===== src/rtl/dsrfg_pkg.sv =====
// Package for the dual-stream rate and freshness gate.
// Widths, reset values, register indexes and shared types; no dependencies.
`default_nettype none

package dsrfg_pkg;

    localparam int TIME_BITS_DEF = 40;
    localparam int TIME_FIELD_W  = 40;
    localparam int RATE_W        = 28;
    localparam int TIMEOUT_W     = 24;
    localparam int SMOOTH_W      = 9;
    localparam int MODE_W        = 2;
    localparam int CFG_IDX_W     = 2;
    localparam int CFG_DATA_W    = 28;
    localparam int ACC_W         = RATE_W + SMOOTH_W;

    localparam logic [RATE_W-1:0]    RATE_SCALE      = 28'd256000000;
    localparam logic [RATE_W-1:0]    MIN_RATE_RST    = 28'd12800;
    localparam logic [TIMEOUT_W-1:0] TIMEOUT_RST     = 24'd100000;
    localparam logic [SMOOTH_W-1:0]  SMOOTH_RST      = 9'd230;
    localparam logic [SMOOTH_W-1:0]  SMOOTH_ONE      = 9'd256;

    typedef enum logic [CFG_IDX_W-1:0] {
        CFG_MIN_RATE = 2'd0,
        CFG_TIMEOUT  = 2'd1,
        CFG_SMOOTH   = 2'd2
    } cfg_idx_t;

    typedef enum logic [MODE_W-1:0] {
        MODE_ARRIVE_A = 2'd0,
        MODE_ARRIVE_B = 2'd1,
        MODE_TICK     = 2'd2
    } mode_t;

    typedef struct packed {
        logic busy;
        logic done;
    } div_stat_t;

endpackage

`default_nettype wire


===== src/rtl/dsrfg_div.sv =====
// Radix-2 restoring divider, one quotient bit per cycle.
// Uses dsrfg_pkg for widths and the status struct.
`default_nettype none

module dsrfg_div (
    input  wire logic                         aclk,
    input  wire logic                         aresetn,
    input  wire logic                         start,
    input  wire logic [dsrfg_pkg::RATE_W-1:0] dividend,
    input  wire logic [dsrfg_pkg::RATE_W-1:0] divisor,
    output logic      [dsrfg_pkg::RATE_W-1:0] quotient,
    output dsrfg_pkg::div_stat_t              stat
);
    import dsrfg_pkg::*;

    localparam int CNT_W = $clog2(RATE_W);

    logic [CNT_W-1:0]  count_reg, count_next;
    logic              busy_reg, busy_next;
    logic              done_reg, done_next;
    logic [RATE_W-1:0] rem_reg, rem_next;
    logic [RATE_W-1:0] quo_reg, quo_next;
    logic [RATE_W-1:0] dvs_reg, dvs_next;
    logic [RATE_W+1:0] trial;

    always_comb begin
        trial      = {1'b0, rem_reg, quo_reg[RATE_W-1]} - {2'b00, dvs_reg};
        count_next = count_reg;
        busy_next  = busy_reg;
        done_next  = 1'b0;
        rem_next   = rem_reg;
        quo_next   = quo_reg;
        dvs_next   = dvs_reg;
        if (start) begin
            busy_next  = 1'b1;
            count_next = CNT_W'(RATE_W - 1);
            rem_next   = '0;
            quo_next   = dividend;
            dvs_next   = divisor;
        end else if (busy_reg) begin
            // subtract when the partial remainder covers the divisor
            if (!trial[RATE_W+1]) begin
                rem_next = trial[RATE_W-1:0];
                quo_next = {quo_reg[RATE_W-2:0], 1'b1};
            end else begin
                rem_next = {rem_reg[RATE_W-2:0], quo_reg[RATE_W-1]};
                quo_next = {quo_reg[RATE_W-2:0], 1'b0};
            end
            if (count_reg == '0) begin
                busy_next = 1'b0;
                done_next = 1'b1;
            end else begin
                count_next = count_reg - 1'b1;
            end
        end
    end

    always_ff @(posedge aclk) begin
        if (!aresetn) begin
            busy_reg  <= 1'b0;
            done_reg  <= 1'b0;
            count_reg <= '0;
        end else begin
            busy_reg  <= busy_next;
            done_reg  <= done_next;
            count_reg <= count_next;
        end
        rem_reg <= rem_next;
        quo_reg <= quo_next;
        dvs_reg <= dvs_next;
    end

    assign quotient  = quo_reg;
    assign stat.busy = busy_reg;
    assign stat.done = done_reg;

endmodule

`default_nettype wire


===== src/rtl/dual_stream_rate_freshness_gate.sv =====
// Dual-stream rate and freshness gate: sequencer, state and shared multiplier.
// Depends on dsrfg_pkg and dsrfg_div.
//
// Usage: each beat on the s_ channel is an arrival on stream A (mode 0), an
// arrival on stream B (mode 1) or a gate tick (mode 2), with a microsecond
// timestamp. Mode 3 beats are taken and dropped. Arrivals produce no result;
// each tick produces one beat on the m_ channel with publish, freshness flags
// and both smoothed rates in Q8 Hz.
// Sequence: an arrival that updates a rate holds s_ready low from its accept
// through the interval and divider start, 28 divide steps, the divider's done
// strobe and two multiply-accumulate steps (an interval too long for the divider
// skips the divide and folds in a zero rate); a tick holds it until its result loads.
// The divider sets the throughput: one item at a time, s_ready only when idle.
// A result sits in an output register; the block goes on accepting arrivals
// while it waits. A tick that finishes while that register is still full holds
// until m_ready frees it.
// Reset (synchronous, aresetn low) clears all stream state and restores the
// configuration registers; cfg writes are taken in any cycle.
`default_nettype none

module dual_stream_rate_freshness_gate #(
    parameter int TIME_BITS = dsrfg_pkg::TIME_BITS_DEF
) (
    input  wire logic                               aclk,
    input  wire logic                               aresetn,
    input  wire logic                               cfg_we,
    input  wire logic [dsrfg_pkg::CFG_IDX_W-1:0]    cfg_index,
    input  wire logic [dsrfg_pkg::CFG_DATA_W-1:0]   cfg_wdata,
    input  wire logic                               s_valid,
    output logic                                    s_ready,
    input  wire logic [dsrfg_pkg::MODE_W-1:0]       s_mode,
    input  wire logic [dsrfg_pkg::TIME_FIELD_W-1:0] s_time_us,
    output logic                                    m_valid,
    input  wire logic                               m_ready,
    output logic                                    m_publish,
    output logic                                    m_fresh_a,
    output logic                                    m_fresh_b,
    output logic      [dsrfg_pkg::RATE_W-1:0]       m_avg_rate_a,
    output logic      [dsrfg_pkg::RATE_W-1:0]       m_avg_rate_b
);
    import dsrfg_pkg::*;

    localparam int TW = (TIME_BITS < TIME_FIELD_W) ? TIME_BITS : TIME_FIELD_W;

    typedef enum logic [5:0] {
        ST_IDLE    = 6'b000001,
        ST_ARRIVE  = 6'b000010,
        ST_DIV     = 6'b000100,
        ST_MUL_OLD = 6'b001000,
        ST_MUL_NEW = 6'b010000,
        ST_TICK    = 6'b100000
    } state_t;

    state_t state_reg, state_next;

    logic [RATE_W-1:0]    min_rate_reg;
    logic [TIMEOUT_W-1:0] timeout_reg;
    logic [SMOOTH_W-1:0]  smooth_reg;

    logic [TW-1:0]     last_reg [2];
    logic [RATE_W-1:0] rate_reg [2];
    logic [1:0]        seen_reg;

    logic [TW-1:0]     now_reg;
    logic              sel_reg, sel_next;
    logic              fresh_a_reg, fresh_a_next;
    logic [RATE_W-1:0] inst_reg, inst_next;
    logic [ACC_W-1:0]  acc_reg, acc_next;

    logic              m_valid_reg;
    logic              m_publish_reg, m_fresh_a_reg, m_fresh_b_reg;
    logic [RATE_W-1:0] m_rate_a_reg, m_rate_b_reg;

    // shared datapath
    logic [TW:0]          diff;
    logic                 later;
    logic                 fresh_cur;
    logic                 need_div;
    logic                 big_dt;
    logic [SMOOTH_W-1:0]  w_eff;
    logic [SMOOTH_W-1:0]  mul_a;
    logic [RATE_W-1:0]    mul_b;
    logic [ACC_W-1:0]     prod;
    logic [ACC_W-1:0]     acc_sum;
    logic                 out_free;
    logic                 accept;
    logic                 div_start;
    logic [RATE_W-1:0]    div_quo;
    div_stat_t            div_stat;

    assign accept   = s_valid && s_ready;
    assign s_ready  = (state_reg == ST_IDLE);
    assign out_free = !m_valid_reg || m_ready;

    assign diff      = {1'b0, now_reg} - {1'b0, last_reg[sel_reg]};
    assign later     = !diff[TW] && (diff[TW-1:0] != '0);
    assign big_dt    = (diff[TW-1:RATE_W] != '0);
    assign need_div  = seen_reg[sel_reg] && later && !big_dt;
    assign fresh_cur = seen_reg[sel_reg] &&
                       (!later || diff[TW-1:0] <= {{(TW-TIMEOUT_W){1'b0}}, timeout_reg});

    assign w_eff   = (smooth_reg > SMOOTH_ONE) ? SMOOTH_ONE : smooth_reg;
    assign mul_a   = (state_reg == ST_MUL_OLD) ? w_eff : SMOOTH_ONE - w_eff;
    assign mul_b   = (state_reg == ST_MUL_OLD) ? rate_reg[sel_reg] : inst_reg;
    assign prod    = {{RATE_W{1'b0}}, mul_a} * {{SMOOTH_W{1'b0}}, mul_b};
    assign acc_sum = acc_reg + prod + ACC_W'(128);

    assign div_start = (state_reg == ST_ARRIVE) && need_div;

    dsrfg_div u_div (
        .aclk     (aclk),
        .aresetn  (aresetn),
        .start    (div_start),
        .dividend (RATE_SCALE),
        .divisor  (diff[RATE_W-1:0]),
        .quotient (div_quo),
        .stat     (div_stat)
    );

    always_comb begin
        state_next   = state_reg;
        sel_next     = sel_reg;
        fresh_a_next = fresh_a_reg;
        inst_next    = inst_reg;
        acc_next     = acc_reg;
        case (state_reg)
            ST_IDLE: begin
                if (accept) begin
                    sel_next = s_mode[0];
                    case (s_mode)
                        MODE_ARRIVE_A, MODE_ARRIVE_B: state_next = ST_ARRIVE;
                        MODE_TICK: begin
                            sel_next   = 1'b0;
                            state_next = ST_TICK;
                        end
                        default: state_next = ST_IDLE;
                    endcase
                end
            end
            ST_ARRIVE: begin
                if (need_div) begin
                    state_next = ST_DIV;
                end else if (seen_reg[sel_reg] && later) begin
                    // interval too long for a nonzero rate
                    inst_next  = '0;
                    state_next = ST_MUL_OLD;
                end else begin
                    state_next = ST_IDLE;
                end
            end
            ST_DIV: begin
                if (div_stat.done) begin
                    inst_next  = div_quo;
                    state_next = ST_MUL_OLD;
                end
            end
            ST_MUL_OLD: begin
                acc_next   = prod;
                state_next = ST_MUL_NEW;
            end
            ST_MUL_NEW: begin
                state_next = ST_IDLE;
            end
            ST_TICK: begin
                if (!sel_reg) begin
                    fresh_a_next = fresh_cur;
                    sel_next     = 1'b1;
                end else if (out_free) begin
                    state_next = ST_IDLE;
                end
            end
            default: state_next = ST_IDLE;
        endcase
    end

    // configuration registers
    always_ff @(posedge aclk) begin
        if (!aresetn) begin
            min_rate_reg <= MIN_RATE_RST;
            timeout_reg  <= TIMEOUT_RST;
            smooth_reg   <= SMOOTH_RST;
        end else if (cfg_we) begin
            case (cfg_index)
                CFG_MIN_RATE: min_rate_reg <= cfg_wdata[RATE_W-1:0];
                CFG_TIMEOUT:  timeout_reg  <= cfg_wdata[TIMEOUT_W-1:0];
                CFG_SMOOTH:   smooth_reg   <= cfg_wdata[SMOOTH_W-1:0];
                default: ;
            endcase
        end
    end

    // stream state and sequencer
    always_ff @(posedge aclk) begin
        if (!aresetn) begin
            state_reg   <= ST_IDLE;
            seen_reg    <= '0;
            last_reg[0] <= '0;
            last_reg[1] <= '0;
            rate_reg[0] <= '0;
            rate_reg[1] <= '0;
            sel_reg     <= 1'b0;
        end else begin
            state_reg <= state_next;
            sel_reg   <= sel_next;
            if (state_reg == ST_ARRIVE) begin
                last_reg[sel_reg] <= now_reg;
                seen_reg[sel_reg] <= 1'b1;
            end
            if (state_reg == ST_MUL_NEW) begin
                rate_reg[sel_reg] <= acc_sum[RATE_W+7:8];
            end
        end
        if (accept) begin
            now_reg <= s_time_us[TW-1:0];
        end
        fresh_a_reg <= fresh_a_next;
        inst_reg    <= inst_next;
        acc_reg     <= acc_next;
    end

    // output register: load once the tick has checked stream B and the register is free, hold while stalled
    always_ff @(posedge aclk) begin
        if (!aresetn) begin
            m_valid_reg <= 1'b0;
        end else if (state_reg == ST_TICK && sel_reg && out_free) begin
            m_valid_reg <= 1'b1;
        end else if (m_ready) begin
            m_valid_reg <= 1'b0;
        end
        if (state_reg == ST_TICK && sel_reg && out_free) begin
            m_fresh_a_reg <= fresh_a_reg;
            m_fresh_b_reg <= fresh_cur;
            m_publish_reg <= fresh_a_reg && fresh_cur &&
                             (rate_reg[0] >= min_rate_reg) &&
                             (rate_reg[1] >= min_rate_reg);
            m_rate_a_reg  <= rate_reg[0];
            m_rate_b_reg  <= rate_reg[1];
        end
    end

    assign m_valid      = m_valid_reg;
    assign m_publish    = m_publish_reg;
    assign m_fresh_a    = m_fresh_a_reg;
    assign m_fresh_b    = m_fresh_b_reg;
    assign m_avg_rate_a = m_rate_a_reg;
    assign m_avg_rate_b = m_rate_b_reg;

endmodule

`default_nettype wire


===== config.mk =====
export PLATFORM = sky130hd
export DESIGN_NAME = dual_stream_rate_freshness_gate
export DESIGN_NICKNAME = d
export VERILOG_FILES = /design/src/rtl/dsrfg_pkg.sv /design/src/rtl/dsrfg_div.sv /design/src/rtl/dual_stream_rate_freshness_gate.sv
export SDC_FILE = /design/constraint.sdc
export NUM_CORES = 2
export LEC_CHECK = 0
export ABC_AREA = 1
export BUFFER_PORTS_ARGS = -buffer_cell sky130_fd_sc_hd__buf_4
export CAP_MARGIN = 5
export CORE_MARGIN = 2
export CORE_UTILIZATION = 50
export DETAILED_ROUTE_END_ITERATION = 7
export PLACE_DENSITY = 0.78
export SYNTH_ARGS = -nofsm -noshare
export SYNTH_HDL_FRONTEND = slang
export SYNTH_SLANG_ARGS = --single-unit

===== constraint.sdc =====
create_clock -name aclk -period 10.35 [get_ports aclk]
set_clock_uncertainty 0.15 [all_clocks]
set_input_delay 2.07 -clock aclk [delete_from_list [all_inputs] [get_ports aclk]]
set_output_delay 2.07 -clock aclk [all_outputs]
set_load 0.1 [all_outputs]

=== After elaboration in Yosys (flattened, before gate mapping) ===
Memory sizes are Yosys's and may differ from the RTL's. A register that Yosys moved wholly into a read port is not among the register bits.
Cells that the tools add are included.

* Reduce and logical (&&, ||, !) cells: 41
* Add/sub/neg operators: 6
* Bitwise gates (word level): 5
* Magnitude comparators: 6
* Eq/ne operators: 17
* $mul: 1
* Multiplexer cells: 50

{| class="wikitable"
|+ Operators with widths
! operator !! number
|-
| 2-to-1 mux 28 bit || 6
|-
| greater-or-equal comparator 28 bit || 2
|-
| case mux 28 bit (2 select lines) || 1
|-
| subtractor 40 x 40 -> 41 bit || 1
|-
| less-or-equal comparator 40 x 24 -> 1 bit || 1
|-
| 2-to-1 mux 40 bit || 1
|-
| nonzero test 40 bit || 1
|-
| OR reduction 40 bit || 1
|-
| adder 36 bit || 1
|-
| adder 36 x 8 -> 36 bit, second input constant || 1
|-
| multiplier 9 x 28 -> 36 bit || 1
|-
| case mux 6 bit (5 select lines) || 1
|-
| subtractor 29 x 28 -> 30 bit || 1
|-
| OR reduction 28 bit || 1
|-
| 2-to-1 mux 1 bit || 27
|-
| 2-to-1 mux 6 bit || 4
|-
| 2-to-1 mux 9 bit || 2
|-
| 2-to-1 mux 5 bit || 3
|-
| AND reduction 2 bit || 7
|-
| logical AND 1 bit || 12
|-
| case mux 6 bit (2 select lines) || 1
|-
| nonzero test 12 bit || 1
|-
| inequality test 2 bit, second input constant || 5
|-
| > comparator 9 bit, second input constant || 1
|-
| 26 further kinds || 43
|}

* Logic and storage cells: 151
* Bits in registers: 326
* Memories: 2
* Output and inout bits: 61
* Memory bits (writable): 136

{| class="wikitable"
|+ Memory list
! name !! words !! bits a word !! rd ports !! clocked after Yosys merged registers in !! write ports !! RTL line !! text
|-
| last_reg || 2 || 40 || 1 || 1 || 2 || dual_stream_rate_freshness_gate.sv:60 || <nowiki>logic [TW-1:0] last_reg [2];</nowiki>
|-
| rate_reg || 2 || 28 || 3 || 1 || 2 || dual_stream_rate_freshness_gate.sv:61 || <nowiki>logic [RATE_W-1:0] rate_reg [2];</nowiki>
|}

=== Logic depth before layout (Yosys ltp) ===
* Depth in word-level cells: 9
* Mapped depth: 48

=== Cells and area by module ===
From an unflattened synthesis, not the netlist that was laid out.

* Cells, all modules: 4327
* Area, all modules: 35151.2 um^2

{| class="wikitable"
|+ By module, submodules not included
! module !! sequential area each (um^2) !! cells an instance !! times used !! area an instance (um^2)
|-
| dual_stream_rate_freshness_gate || 10450.0 || 3447 || 1 || 29085.4
|-
| dsrfg_div || 2382.3 || 880 || 1 || 6065.8
|}

=== Worst setup path before layout ===
No wires, ideal clock.

* Path kind: register -> register
* Start point: register state_reg[1]
* End point: memory rate_reg[1][27] (data pin)
* Cell stages (with the launch flop): 43
* Buffers on the path: 3
* Setup slack: 1585 ps
* Required time: 9934 ps
* Arrival: 8349 ps
* Cells stage by stage: dfxtp_1 -> inv_1 -> nand2_1 -> inv_1 -> nand4_1 -> buf_2 -> inv_1 -> nor3_1 -> nand3_1 -> nand2_2 -> inv_1 -> buf_2 -> buf_1 -> nor2_1 -> fa_1 -> fa_1 -> fa_1 -> inv_1 -> [... 7 more ...] -> o21ai_1 -> a21boi_0 -> o21bai_1 -> a21oi_1 -> o21bai_1 -> xor2_1 -> ha_1 -> ha_1 -> nand2_1 -> nor2_1 -> nand2_1 -> nor4_1 -> o21ai_0 -> nand3_1 -> xor2_1 -> nand3b_1 -> nand2_1 -> nor2_1

{| class="wikitable"
|+ RTL lines
! element !! RTL line !! text
|-
| from (decl) || dual_stream_rate_freshness_gate.sv:54 || <nowiki>state_t state_reg, state_next;</nowiki>
|-
| from (signal assigned) || dual_stream_rate_freshness_gate.sv:203 || <nowiki>state_reg <= state_next;</nowiki>
|-
| to (decl) || dual_stream_rate_freshness_gate.sv:61 ||
|}

==> qor.csv <==
metric;value;unit
Nets;4731;
CP peak stage delay;0.96;ns
outcome;finished, final reports clean;
hold depth;2;
detailed-route via count;27830;
Die Width;264.0;um
Netlist cell types;52;
max reg flops;80;
FP Rows;95;
vias in the first global route;26660;
Compound-Gate Fraction of Synth Area;9.005;%
clk slew on worst S/H paths;0.07;ns
CTS tree;yes;
Initial Util;50.43;%
worst hold slack;0.2945;ns
DIE AREA;0.06971;sq mm
met3 usage;7.355;%
Num Clock Sinks;463;
synth top area cells;edfxtp_1, fa_1, ha_1, nand2_1, inv_1;
die height;264.0;um
DRT iter0 DRCs;2808;
Slew @ Worst Pin;1.206;ns
CP required;10.53;ns
clock tree buffer depth;3;
DRC;0;
combinational family with the most area after synthesis;adder cells;
Synth Area in Simple Gates;19.27;%
Crit-path slowest cell;o21ai_0;
gr usage total;26.67;%
R2R depth;31;
Post-CTS Setup Inserts;0;
Tmin final;9.556;ns
most used cell, CP;nand2_1;
clk_lat worst skew;0.62;ns
Wirelength per Cell;18.15;um
htree depth;2;
largest net degree at the start of global routing;116;
drt pass-1 iters;6;
Hold Fails Final Rpt;0;
Placer Congestion;1.002;
setup TNS;0;ns
Max-cap violations;0;
met1 Use GR;37.29;%
global-route wire length before repair;144.9;mm
Max Clk Rate;0.1046;GHz
initial antenna violation count;2;
period utilization;92.33;%
busiest layer in global routing;met2;
crit-path max FO;38;
met2 Track Usage GR;38.92;%
Synth area leader;edfxtp_1;
post-synthesis sequential area ratio;37.13;%
IO buf count;137;
fraction of layout cells with a size suffix above 1;6.753;%
final wirelength;92.72;mm
Synth Cell Area;0.03381;sq mm
Final setup violation count;0;
Synth top area share;29.14;%
Antenna Nets Post-Route;0;
Layout area overhead;10.81;%
Slew HR;19.51;%
Critical Setup Path Class;register to register;
Adder-Cell Fraction of Synth Area;21.00;%
CTS root buffer;clkbuf_16;
Yosys reg bits;463;
Syn Area/Cell;8.290;sq um
Ant. Diodes;0;
IO Pins;138;
Worst Setup Start Kind;register;
CP arrival;9.73;ns
CP endpoint kind;register;
DP HPWL;71.97;mm
Synth Area in XOR/XNOR;2.280;%
DR vias/cell;5.449;
Hold Path Class;register to register;
core area;0.06704;sq mm
Synth Warn #;0;
mux share of post-synthesis cell area;2.080;%
unrepaired setup endpoints after global routing;false;
total grt overflow;0;
Num CTS Buffers;48;
synthesized instance count;4078;
max-slew violation count;0;
Synthesized Nets;4612;
==> synthesized netlist by cell type (all sizes together) <==
master,number
mux2i,68
a221oi,5
a31o,1
a211oi,9
or2,8
edfxtp,328
o21ai,182
a21o,9
clkinv,2
a21oi,275
o311ai,2
nor3,32
o31ai,3
nor2,606
nor4,16
nor3b,1
ha,273
xor2,45
o221ai,4
nand4,26
and2,1
xnor2,43
o21a,12
o211ai,22
nand2,803
a311oi,2
a221o,1
a31oi,12
or4,1
fa,184
a2111oi,1
buf,12
mux2,2
o21bai,9
o2111ai,3
a21boi,4
dfxtp,135
nand3b,13
nand3,112
inv,729
clkbuf,82
==> routing by layer <==
| metal | part of all wire (%) | wire (um) | vias up |
|---|---|---|---|
| met5 | 0.024 | 22 | - |
| met4 | 4.7 | 4398 | 4 |
| met3 | 11 | 10210 | 197 |
| met2 | 41 | 38220 | 1248 |
| met1 | 43 | 39880 | 13060 |
| li1 | - | - | 13330 |
==> layout make-up <==
type                    count  area [sq um]
clock buffers              68          1328
well taps                 873          1092
flip-flops and latches    463         12560
repair buffers            163          1247
inverters                 731          2744
multi-input cells        2790         18160
clock inverters            20         331.6
fillers                  6056         29580
==> repair_timing <==
action | CTS | global route
hold buffers | 0 | 0
setup endpoints to repair | 0 | 2
gates resized for setup | 0 | 2
==> kinds of logic (layout without fill, tap and decap cells) <==
kind of cell / after synthesis / count (layout)
mux: 70 / 70
xor+xnor: 88 / 88
compound gates: 556 / 556
fa+ha+maj: 457 / 457
buf+inv: 825 / 982
simple gates: 1619 / 1619
flops: 463 / 463
==> cells in the final DEF, fill, tap and decap left out, drive strengths merged, types with 3 or more instances in the layout <==
cell	instances
clkinvlp	4
o21a	12
dfxtp	135
a21o	9
inv	731
buf	163
clkinv	9
ha	273
a21boi	4
nor3	32
o21ai	182
o21bai	9
a31oi	12
mux2i	68
a211oi	9
or2	8
o221ai	4
nand4	26
xnor2	43
nor2	606
o2111ai	3
xor2	45
bufinv	7
nand3b	13
nor4	16
a21oi	275
nand2	803
a221oi	5
o31ai	3
edfxtp	328
fa	184
o211ai	22
nand3	112
clkbuf	68
==> path summary, 6_finish.rpt <==
kind | startpoint | to | slack, ns
max reg2reg | register | rate_reg[1][27] | 0.79
max | register | rate_reg[1][27] | 0.79
min | seen_reg[0] | seen_reg[0] | 0.29
min reg2reg | seen_reg[0] | seen_reg[0] | 0.29
==> metrics by stage <==
step | cell area, sq um | std cells | worst slack (ns) | utilization, %
after global routing | 37460 | 5108 | 0.04271 | 55.88
after global placement | 35770 | 5019 | 1.086 | 53.36
after floorplan | 33810 | 4078 | 1.585 | -
after CTS | 37430 | 5107 | 0.9037 | 55.83
final | 37460 | 5108 | 0.7937 | 55.88
after detailed placement | 35770 | 5019 | 0.9546 | 53.36
==> critical path, delay by kind of cell, from the launching register on <==
family,cells,cell delay [ns]
AO/OA/AOI/OAI,3,1.25
adder cells (fa/ha/maj),7,3.04
AND/OR/NAND/NOR,14,2.52
multiplexers,1,0.34
XOR/XNOR,2,0.39
flip-flops,1,0.52
buffers and inverters,4,1.02
Power is left out: the tool's default activity adds up to more than one toggle a clock period on the data nets, which glitch-free logic cannot reach.
